## src/hw/rtl/tdpt_pkg.sv

```systemverilog
package tdpt_pkg;

  localparam int VALUE_BITS = 20;
  // trial divisor never goes past the square root plus one
  localparam int D_BITS     = (VALUE_BITS + 1) / 2 + 1;
  // running square of the divisor, one bit above the value
  localparam int SQ_BITS    = VALUE_BITS + 1;
  localparam int CNT_BITS   = $clog2(VALUE_BITS);

  typedef logic [VALUE_BITS-1:0] value_t;
  typedef logic [D_BITS-1:0]     div_t;
  typedef logic [SQ_BITS-1:0]    sq_t;

  typedef enum logic [1:0] {
    ST_IDLE,
    ST_CHECK,
    ST_DIV,
    ST_DONE
  } state_t;

  typedef struct packed {
    logic done;
    logic zero;
  } rem_status_t;

endpackage

```

## src/hw/rtl/tdpt_if.sv

```systemverilog
interface tdpt_req_if;
  import tdpt_pkg::*;

  logic   valid;
  logic   ready;
  value_t value;
  logic   last_in_batch;

  modport source (output valid, output value, output last_in_batch, input ready);
  modport sink   (input valid, input value, input last_in_batch, output ready);
endinterface

interface tdpt_rsp_if;
  logic valid;
  logic ready;
  logic is_prime;
  logic batch_end;

  modport source (output valid, output is_prime, output batch_end, input ready);
  modport sink   (input valid, input is_prime, input batch_end, output ready);
endinterface

```

## src/hw/rtl/tdpt_rem.sv

```systemverilog
module tdpt_rem
  import tdpt_pkg::*;
(
  input  logic        clk,
  input  logic        rst,
  input  logic        start,
  input  value_t      dividend,
  input  div_t        divisor,
  output rem_status_t status
);

  logic              busy;
  logic              done;
  logic [CNT_BITS-1:0] cnt;
  value_t            sh;
  div_t              rem;
  div_t              rem_next;
  logic [D_BITS:0]   trial;

  // restoring remainder, one dividend bit per cycle
  always_comb begin
    trial = {rem, sh[VALUE_BITS-1]};
    if (trial >= {1'b0, divisor}) begin
      rem_next = D_BITS'(trial - {1'b0, divisor});
    end else begin
      rem_next = trial[D_BITS-1:0];
    end
  end

  always_ff @(posedge clk) begin
    if (rst) begin
      busy <= 1'b0;
      done <= 1'b0;
    end else begin
      done <= 1'b0;
      if (start) begin
        busy <= 1'b1;
        cnt  <= CNT_BITS'(VALUE_BITS - 1);
        sh   <= dividend;
        rem  <= '0;
      end else if (busy) begin
        rem <= rem_next;
        sh  <= sh << 1;
        if (cnt == '0) begin
          busy <= 1'b0;
          done <= 1'b1;
        end else begin
          cnt <= cnt - 1'b1;
        end
      end
    end
  end

  assign status.done = done;
  assign status.zero = (rem == '0);

endmodule

```

## src/hw/rtl/trial_division_prime_test_core.sv

```systemverilog
// channel  dir  fields                      accepted when
// req      in   value, last_in_batch        req.valid && req.ready
// rsp      out  is_prime, batch_end         rsp.valid && rsp.ready
//
// each item tries up to 1022 trial divisors at 20 bits, starting at 2 and stopping
// once the divisor passes the square root; the bit-serial remainder unit, run once
// per divisor, sets the time that an item takes.
// req.ready is high only while idle; a finished result sits in the output
// register so the next item can be taken while rsp is stalled.
// synchronous active-high reset clears the sequencer and the output valid.
module trial_division_prime_test_core
  import tdpt_pkg::*;
(
  input  logic       clk,
  input  logic       rst,
  tdpt_req_if.sink   req,
  tdpt_rsp_if.source rsp
);

  state_t      state;
  state_t      state_next;
  value_t      n;
  logic        last;
  div_t        d;
  sq_t         sq;
  logic        res_prime;
  logic        out_valid;
  logic        out_prime;
  logic        out_last;
  logic        take_in;
  logic        div_start;
  logic        set_prime;
  logic        clr_prime;
  logic        step;
  logic        load_out;
  rem_status_t div_stat;

  tdpt_rem u_rem (
    .clk      (clk),
    .rst      (rst),
    .start    (div_start),
    .dividend (n),
    .divisor  (d),
    .status   (div_stat)
  );

  always_ff @(posedge clk) begin
    if (rst) begin
      state <= ST_IDLE;
    end else begin
      state <= state_next;
    end
  end

  always_comb begin
    state_next = state;
    take_in    = 1'b0;
    div_start  = 1'b0;
    set_prime  = 1'b0;
    clr_prime  = 1'b0;
    step       = 1'b0;
    load_out   = 1'b0;
    case (state)
      ST_IDLE: begin
        if (req.valid) begin
          take_in    = 1'b1;
          // zero and one go straight out as not prime
          state_next = (req.value < VALUE_BITS'(2)) ? ST_DONE : ST_CHECK;
        end
      end
      ST_CHECK: begin
        if (sq > {1'b0, n}) begin
          set_prime  = 1'b1;
          state_next = ST_DONE;
        end else begin
          div_start  = 1'b1;
          state_next = ST_DIV;
        end
      end
      ST_DIV: begin
        if (div_stat.done) begin
          if (div_stat.zero) begin
            clr_prime  = 1'b1;
            state_next = ST_DONE;
          end else begin
            step       = 1'b1;
            state_next = ST_CHECK;
          end
        end
      end
      ST_DONE: begin
        if (!out_valid || rsp.ready) begin
          load_out   = 1'b1;
          state_next = ST_IDLE;
        end
      end
      default: begin
        state_next = ST_IDLE;
      end
    endcase
  end

  assign req.ready = (state == ST_IDLE);

  always_ff @(posedge clk) begin
    if (take_in) begin
      n         <= req.value;
      last      <= req.last_in_batch;
      d         <= D_BITS'(2);
      sq        <= SQ_BITS'(4);
      res_prime <= 1'b0;
    end else begin
      if (set_prime) begin
        res_prime <= 1'b1;
      end
      if (clr_prime) begin
        res_prime <= 1'b0;
      end
      if (step) begin
        // (d + 1)^2 = d^2 + 2d + 1
        d  <= d + 1'b1;
        sq <= sq + SQ_BITS'({d, 1'b1});
      end
    end
  end

  always_ff @(posedge clk) begin
    if (rst) begin
      out_valid <= 1'b0;
    end else if (load_out) begin
      out_valid <= 1'b1;
    end else if (rsp.ready) begin
      out_valid <= 1'b0;
    end
  end

  always_ff @(posedge clk) begin
    if (load_out) begin
      out_prime <= res_prime;
      out_last  <= last;
    end
  end

  assign rsp.valid     = out_valid;
  assign rsp.is_prime  = out_prime;
  assign rsp.batch_end = out_last;

`ifndef NO_ASSERTIONS
  a_small_not_prime: assert property (@(posedge clk) disable iff (rst)
    (req.valid && req.ready && req.value < VALUE_BITS'(2)) |=>
      (state == ST_DONE && !res_prime))
    else $error("zero or one not sent straight out as not prime");

  a_div_below_root: assert property (@(posedge clk) disable iff (rst)
    div_start |-> (sq <= {1'b0, n}))
    else $error("trial divisor started beyond the square root");

  a_done_in_div: assert property (@(posedge clk) disable iff (rst)
    div_stat.done |-> (state == ST_DIV))
    else $error("remainder finished outside a division");

  a_prime_past_root: assert property (@(posedge clk) disable iff (rst)
    (state == ST_DONE && res_prime) |-> (sq > {1'b0, n}))
    else $error("prime reported before the search passed the square root");
`endif

endmodule

```

## src/flat_wrapper.sv

```systemverilog
// flat-port wrapper written by rule: the top's interface ports become plain ports
module trial_division_prime_test_core_flat import tdpt_pkg::*;
  (clk, rst, req_valid, req_value, req_last_in_batch, req_ready, rsp_valid, rsp_is_prime, rsp_batch_end, rsp_ready);
  tdpt_req_if req_i ();
  tdpt_rsp_if rsp_i ();
  input  logic clk;
  input  logic rst;
  input wire logic [$bits(req_i.valid)-1:0] req_valid;
  input wire logic [$bits(req_i.value)-1:0] req_value;
  input wire logic [$bits(req_i.last_in_batch)-1:0] req_last_in_batch;
  output wire logic [$bits(req_i.ready)-1:0] req_ready;
  output wire logic [$bits(rsp_i.valid)-1:0] rsp_valid;
  output wire logic [$bits(rsp_i.is_prime)-1:0] rsp_is_prime;
  output wire logic [$bits(rsp_i.batch_end)-1:0] rsp_batch_end;
  input wire logic [$bits(rsp_i.ready)-1:0] rsp_ready;
  assign req_i.valid = req_valid;
  assign req_i.value = req_value;
  assign req_i.last_in_batch = req_last_in_batch;
  assign req_ready = req_i.ready;
  assign rsp_valid = rsp_i.valid;
  assign rsp_is_prime = rsp_i.is_prime;
  assign rsp_batch_end = rsp_i.batch_end;
  assign rsp_i.ready = rsp_ready;
  trial_division_prime_test_core u_core (.clk(clk), .rst(rst), .req(req_i), .rsp(rsp_i));
endmodule
```

## config.mk

```make
export PLATFORM = sky130hd
export DESIGN_NAME = trial_division_prime_test_core_flat
export DESIGN_NICKNAME = d
export VERILOG_FILES = /design/src/hw/rtl/tdpt_pkg.sv /design/src/hw/rtl/tdpt_if.sv /design/src/hw/rtl/tdpt_rem.sv /design/src/hw/rtl/trial_division_prime_test_core.sv /design/src/flat_wrapper.sv
export SDC_FILE = /design/constraint.sdc
export NUM_CORES = 1
export LEC_CHECK = 0
export BUFFER_PORTS_ARGS = -buffer_cell sky130_fd_sc_hd__buf_2
export CAP_MARGIN = 20
export CORE_AREA = 4 4 141 143
export CTS_BUF_LIST = sky130_fd_sc_hd__clkbuf_8
export CTS_CLUSTER_SIZE = 8
export DETAILED_ROUTE_END_ITERATION = 8
export DIE_AREA = 0 0 145 147
export PLACE_DENSITY = 0.44
export SLEW_MARGIN = 20
export SYNTH_ARGS = -nofsm -noshare
export SYNTH_HDL_FRONTEND = slang
export SYNTH_SLANG_ARGS = --single-unit
```

## constraint.sdc

```tcl
create_clock -name clk -period 2.9 [get_ports clk]
set_clock_uncertainty 0.05 [all_clocks]
set_input_delay 0.58 -clock clk [delete_from_list [all_inputs] [get_ports clk]]
set_output_delay 0.58 -clock clk [all_outputs]
set_load 0.005 [all_outputs]
```

==> metrics.yaml, run 1 <==
worst_ir_drop_vdd_uv: 255
final_cells: 816
yosys-top-cells-area: "sky130_fd_sc_hd__edfxtp_1 32%, sky130_fd_sc_hd__dfxtp_1 14%, sky130_fd_sc_hd__ha_1 10%, sky130_fd_sc_hd__xnor2_1 4.0%, sky130_fd_sc_hd__mux2_2 3.9%"
fin_nets: 648
wl_per_cell_microns: 15.5
final_layout_size_suffix_gt1_share_pct: 15.5
clk-insertion-delay-late_ns: 0.38
max_stage_delay_ns: 0.45
postCtsSetupRepairBufs: 0
clk_root_buffer_cell: "sky130_fd_sc_hd__clkbuf_8"
ctsHoldBuffers: 0
multi_input_comb_area_sq_um: 2710
cp_data_arrival_time_ns: 2.92
grt_start_max_net_pins: 37
synth_area_per_cell_sq_um: 10.2
drt_iter0_drc: 209
syn-cell-area_sq_um: 5490
grt_pass1_vias: 3892
gp_congestion: 0.800
library_cell_with_the_highest_instance_count_after_synthesis: "sky130_fd_sc_hd__edfxtp_1"
finalSetupViolations: 0
drt_drc_violations_left: 0
yosys.cell_types.count: 61
layout.core_utilization_pct: 33.5
synth_warnings: 0
placementRows: 50
cts.htree.levels: 3
grt_pass1_wl_mm: 20.7
cts-buffers-inserted: 9
die_x_microns: 145
syn_inst: 539
synth_async_sr_flop_share_pct: 0
final.hold.worst_slack_ns: 0.322
synth_common_cells: "59 x sky130_fd_sc_hd__edfxtp_1, 45 x sky130_fd_sc_hd__inv_1, 45 x sky130_fd_sc_hd__nand2_1"
synth_seq_area_share_pct: 46.1
synthFlopType: "sky130_fd_sc_hd__edfxtp_1"
postSynthNetCount: 610
worstSetupStartpointType: "register"
power_leakage_uw: 0.00248
drv_cap: 0
power.density_cell_area_nw_per_um2: 527
critical_path_peak_fanout: 13
fmaxAchievable_mhz: 366
remaining_antenna_violation_count_after_routing: 0
post_cts_resize_count: 0
num_vias: 3980
tritoncts: "yes"
placedCellCount: 799
regArea_sq_um: 2530
grt_antenna_before_repair: 0
floorplan.io_pins: 29
fraction_of_post_synthesis_cell_area_in_the_top_cell_type_by_area_pct: 32.3
design.die.area_sq_um: 21300
fin_crit_sh_pct: 94.3
min_period_ns: 2.73
grt.overflow.total: 0
synth-edff-count: 59
cts-root-to-sink-buffers: 2
synth_largest_area_cell: "sky130_fd_sc_hd__edfxtp_1"
areaGrowthSynthToFinish_pct: 13.5
track_usage_pct: 12.1
path_clk_slew_ns: 0.10
measured_slew_at_the_worst_slew_check_pin_ns: 0.617
cts_num_sinks: 97
antenna_cells: 0
unrepaired_setup_endpoints_after_global_routing: "false"
synth-seq-cells: 97
status: "finished clean"
firstDrtPassIters: 4
critical_path.slowest_cell: "sky130_fd_sc_hd__or3b_2"
slew_headroom_pct: 58.6
initial_core_util_pct: 29.5
drt-vias-per-instance: 4.88
die_height_microns: 147
post_dp_hpwl_mm: 9.58
worst-setup-path-type: "reg2reg"
totalWireLength_mm: 12.6
area_inside_the_core_boundary_sq_um: 18600
port_buffers: 28
setup_total_negative_slack_ns: 0
critical_path.cell_chain: "inv_1 > ha_1 > fa_1 > nor2b_1 > o21ai_1 > nand2_1 > a221o_1 > a41oi_2 > buf_12 > or3b_2 > a21oi_1"
fillCellCount: 1843
critical_path_end_type: "register"
hold_violations: 0
maxSlewViolCount: 0
holdCritPathClass: "in2reg"
critPathRequiredTime_ns: 3.08
[final timing paths]
| kind | cells after the start | slack, ns | endpoint | from |
|---|---|---|---|---|
| worst max-delay path | 11 | 0.17 | u_core.u_rem.rem[6] | u_core.u_rem.sh[19] |
| worst min-delay path | 1 | 0.32 | u_core.n[0] | req_value[0] |
| worst max register to register | 11 | 0.17 | u_core.u_rem.rem[6] | u_core.u_rem.sh[19] |
| worst min register to register | 0 | 0.38 | u_core.rsp.batch_end | u_core.last |
[worst max-delay path, delay by kind of cell, from the launching register on]
family	cells	cell delay, ns
simple gates	3	0.70
compound gates	4	0.64
fa+ha+maj	2	0.63
flops	1	0.34
buf+inv	2	0.24
[final cells by class]
class | count | area share [%]
Sequential cell | 97 | 40.7
Inverter | 45 | 2.71
Clock buffer | 9 | 1.99
Clock inverter | 7 | 1.65
Tap cell | 234 | 4.70
Timing Repair Buffer | 42 | 4.74
Multi-Input combinational cell | 382 | 43.5
[state kept, by name (all words and copies together), names as in the netlist, 2 cells and up]
| register | cells |
|---|---|
| u_core.u_rem.sh | 20 |
| u_core.sq | 21 |
| u_core.state | 2 |
| u_core.d | 11 |
| u_core.u_rem.rem | 11 |
| u_core.n | 20 |
| u_core.u_rem.cnt | 5 |
[logic make-up after synthesis]
logic type                 synth area share, %
muxes                                     5.38
buffers and inverters                     4.47
DFF                                       46.1
and+or+nand+nor                           16.8
AOI/OAI and AO/OA                         11.4
xor gates and xnor gates                  4.95
adders and majority gates                 10.8
[where the power goes]
part | internal, uW | switching (uW) | total, uW
Clock | 493 | 527 | 1020
Combinational | 266 | 325 | 591
Sequential | 1610 | 56.5 | 1670
[stage by stage]
stage	total power, uW	cell area (sq um)	setup WS, ns
final	3280	6230	0.166
after global routing	3450	6230	0.00579
after CTS	3320	6220	0.132
after detailed placement	2290	5990	0.161
after global placement	2280	5990	0.157
after floorplan	2110	5490	0.131
[layer usage]
| layer | track usage (%) | up-vias | wire length, microns |
|---|---|---|---|
| li1 | - | 2021 | - |
| met1 | 16.5 | 1891 | 6190 |
| met2 | 19.6 | 54 | 5870 |
| met3 | 1.82 | 14 | 344 |
| met4 | 4.56 | 0 | 206 |
| met5 | 0 | - | 0 |
[cells in the final DEF, fill, tap and decap left out, drive strengths merged, types with 6 or more instances in the layout]
| master | Yosys | routed |
|---|---|---|
| clkbuf | 7 | 9 |
| nor3 | 12 | 12 |
| nand4 | 9 | 9 |
| edfxtp | 59 | 59 |
| a21o | 15 | 15 |
| ha | 44 | 44 |
| nand2 | 45 | 45 |
| buf | 8 | 42 |
| inv | 45 | 45 |
| xnor2 | 25 | 25 |
| nand3 | 14 | 14 |
| nor2b | 10 | 10 |
| xor2 | 6 | 6 |
| mux2 | 20 | 20 |
| nor4 | 12 | 12 |
| nor2 | 49 | 49 |
| dfxtp | 38 | 38 |
| o21ai | 15 | 15 |
| a21oi | 33 | 33 |
| mux2i | 7 | 7 |
Power figures use the tool's default switching activity.
==> run 2: changes to the inputs <==
--- a/config.mk
+++ b/config.mk
@@ -12,6 +12,7 @@
 export CTS_CLUSTER_SIZE = 8
 export DETAILED_ROUTE_END_ITERATION = 8
 export DIE_AREA = 0 0 145 147
+export MAX_ROUTING_LAYER = met4
 export PLACE_DENSITY = 0.44
 export SLEW_MARGIN = 20
 export SYNTH_ARGS = -nofsm -noshare
==> metrics.yaml, run 2 (synthesis results as in run 1) <==
critical_path_end_type: "register"  # unchanged
track_usage_pct: 12.5  # was 12.1%
fin_nets: 648  # unchanged
layout.core_utilization_pct: 33.5  # unchanged
setup_total_negative_slack_ns: 0  # unchanged
die_x_microns: 145  # unchanged
totalWireLength_mm: 12.6  # about the same
cts.htree.levels: 3  # unchanged
grt_start_max_net_pins: 37  # unchanged
slew_headroom_pct: 58.1  # was 58.6%
drv_cap: 0  # unchanged
gp_congestion: 0.811  # was 0.800
status: "finished clean"  # unchanged
worstSetupStartpointType: "register"  # unchanged
finalSetupViolations: 0  # unchanged
final_layout_size_suffix_gt1_share_pct: 15.5  # unchanged
final.hold.worst_slack_ns: 0.321  # was 0.322 ns
worst_ir_drop_vdd_uv: 255  # about the same
power_leakage_uw: 0.00248  # unchanged
post_dp_hpwl_mm: 9.58  # unchanged
largest_registers: "u_core.sq: 21 flops, u_core.n: 20 flops, u_core.u_rem.sh: 20 flops"  # unchanged
pre_cts_ws_ns: 0.161  # unchanged
critical_path_peak_fanout: 13  # unchanged
grt_antenna_before_repair: 0  # unchanged
drt_iter0_drc: 244  # was 209
grt.overflow.total: 0  # unchanged
firstDrtPassIters: 4  # unchanged
initial_core_util_pct: 29.5  # unchanged
clk_root_buffer_cell: "sky130_fd_sc_hd__clkbuf_8"  # unchanged
grt_pass1_vias: 3895  # was 3892
num_vias: 3968  # was 3980
met3_usage_pct: 2.38  # was 1.82%
path_clk_slew_ns: 0.10  # about the same
grtUsageMet2_pct: 19.6  # about the same
wl_per_cell_microns: 15.4  # was 15.5 microns
drt_drc_violations_left: 0  # unchanged
design.die.area_sq_um: 21300  # unchanged
grt_pass1_wl_mm: 20.7  # about the same
min_period_ns: 2.73  # about the same
critical_path.slowest_cell: "sky130_fd_sc_hd__or3b_2"  # unchanged
area_inside_the_core_boundary_sq_um: 18600  # unchanged
remaining_antenna_violation_count_after_routing: 0  # unchanged
critPathRequiredTime_ns: 3.08  # about the same
largest_register: "u_core.sq"  # unchanged
largest_register_ffs: 21  # unchanged
cp_data_arrival_time_ns: 2.92  # about the same
areaGrowthSynthToFinish_pct: 13.5  # unchanged
fin_crit_sh_pct: 94.3  # about the same
fillCellCount: 1843  # unchanged
port_buffers: 28  # unchanged
floorplan.io_pins: 29  # unchanged
cts_num_sinks: 97  # unchanged
post-route-worst-setup-slack_ns: 0.166  # about the same
measured_slew_at_the_worst_slew_check_pin_ns: 0.624  # was 0.617 ns
worst-setup-path-type: "reg2reg"  # unchanged
globalRouteMet1Util_pct: 16.4  # was 16.5%
die_height_microns: 147  # unchanged
maxSlewViolCount: 0  # unchanged
power.density_cell_area_nw_per_um2: 526  # was 527 nW/um^2
busiest_grt_layer: "met2"  # unchanged
layout.cells.most_common: "sky130_fd_sc_hd__edfxtp_1"  # unchanged
antenna_cells: 0  # unchanged
placementRows: 50  # unchanged
critical_path.cell_chain: "inv_1 > ha_1 > fa_1 > nor2b_1 > o21ai_1 > nand2_1 > a221o_1 > a41oi_2 > buf_12 > or3b_2 > a21oi_1"  # unchanged
cts-buffers-inserted: 9  # unchanged
cts-root-to-sink-buffers: 2  # unchanged
hold_violations: 0  # unchanged
fmaxAchievable_mhz: 366  # about the same
clk-insertion-delay-late_ns: 0.38  # about the same
holdCritPathClass: "in2reg"  # unchanged
unrepaired_setup_endpoints_after_global_routing: "false"  # unchanged
mostFrequentLayoutCells: "59 x sky130_fd_sc_hd__edfxtp_1, 45 x sky130_fd_sc_hd__nand2_1, 44 x sky130_fd_sc_hd__inv_1, 44 x sky130_fd_sc_hd__ha_1, 41 x sky130_fd_sc_hd__nor2_1"  # unchanged
tritoncts: "yes"  # unchanged
drt-vias-per-instance: 4.86  # was 4.88
max_stage_delay_ns: 0.45  # about the same
-- run 2: cell counts in the layout (fill, tap and decap cells not counted) --
Identical to the previous run, type by type.
-- run 2: path summary, 6_finish.rpt --
check	startpoint	to	slack, ns	depth (start not counted)
max	u_core.u_rem.sh[19]	u_core.u_rem.rem[6]	0.17	11
min	req_value[0]	u_core.n[0]	0.32	1
max reg2reg	u_core.u_rem.sh[19]	u_core.u_rem.rem[6]	0.17	11
min reg2reg	u_core.last	u_core.rsp.batch_end	0.38	0
-- run 2: layout make-up --
type / count / area [sq um] / area share [%]
multi-input combinational: 382 / 2710 / 43.5
clock inverter: 7 / 103 / 1.65
sequential: 97 / 2530 / 40.7
timing repair buffer: 42 / 295 / 4.74
inverter: 45 / 169 / 2.71
tap: 234 / 293 / 4.70
clock buffer: 9 / 124 / 1.99
-- run 2: timing repair --
action                                  4_1_cts  5_1_grt
endpoints found under the setup margin        0        5
buffers inserted                              0        1
gates resized for setup                       0        0
hold endpoints to repair                      0        0
hold buffers                                  0        0
-- run 2: per-stage QoR --
stage          instances  total power (uW)  cell area [sq um]
4_1_cts              815              3320               6220
2_1_floorplan        539              2110               5490
6_report             816              3280               6230
3_3_place_gp         799              2280               5990
5_1_grt              816              3450               6230
3_5_place_dp         799              2290               5990
-- run 2: layer usage --
layer / wire length, microns / vias up
met5: 0 / -
li1: - / 2023
met2: 5890 / 53
met3: 342 / 11
met1: 6220 / 1881
met4: 150 / 0
-- run 2: power breakdown --
group	internal [uW]	switching, uW
clock network	493	527
registers	1610	56.4
logic	266	324
-- run 2: worst max-delay path: cells and delay by family (launching register included) --
family / cells / cell delay, ns
AOI/OAI and AO/OA: 4 / 0.64
DFF: 1 / 0.34
adders and majority gates: 2 / 0.63
and+or+nand+nor: 3 / 0.70
buffers and inverters: 2 / 0.24
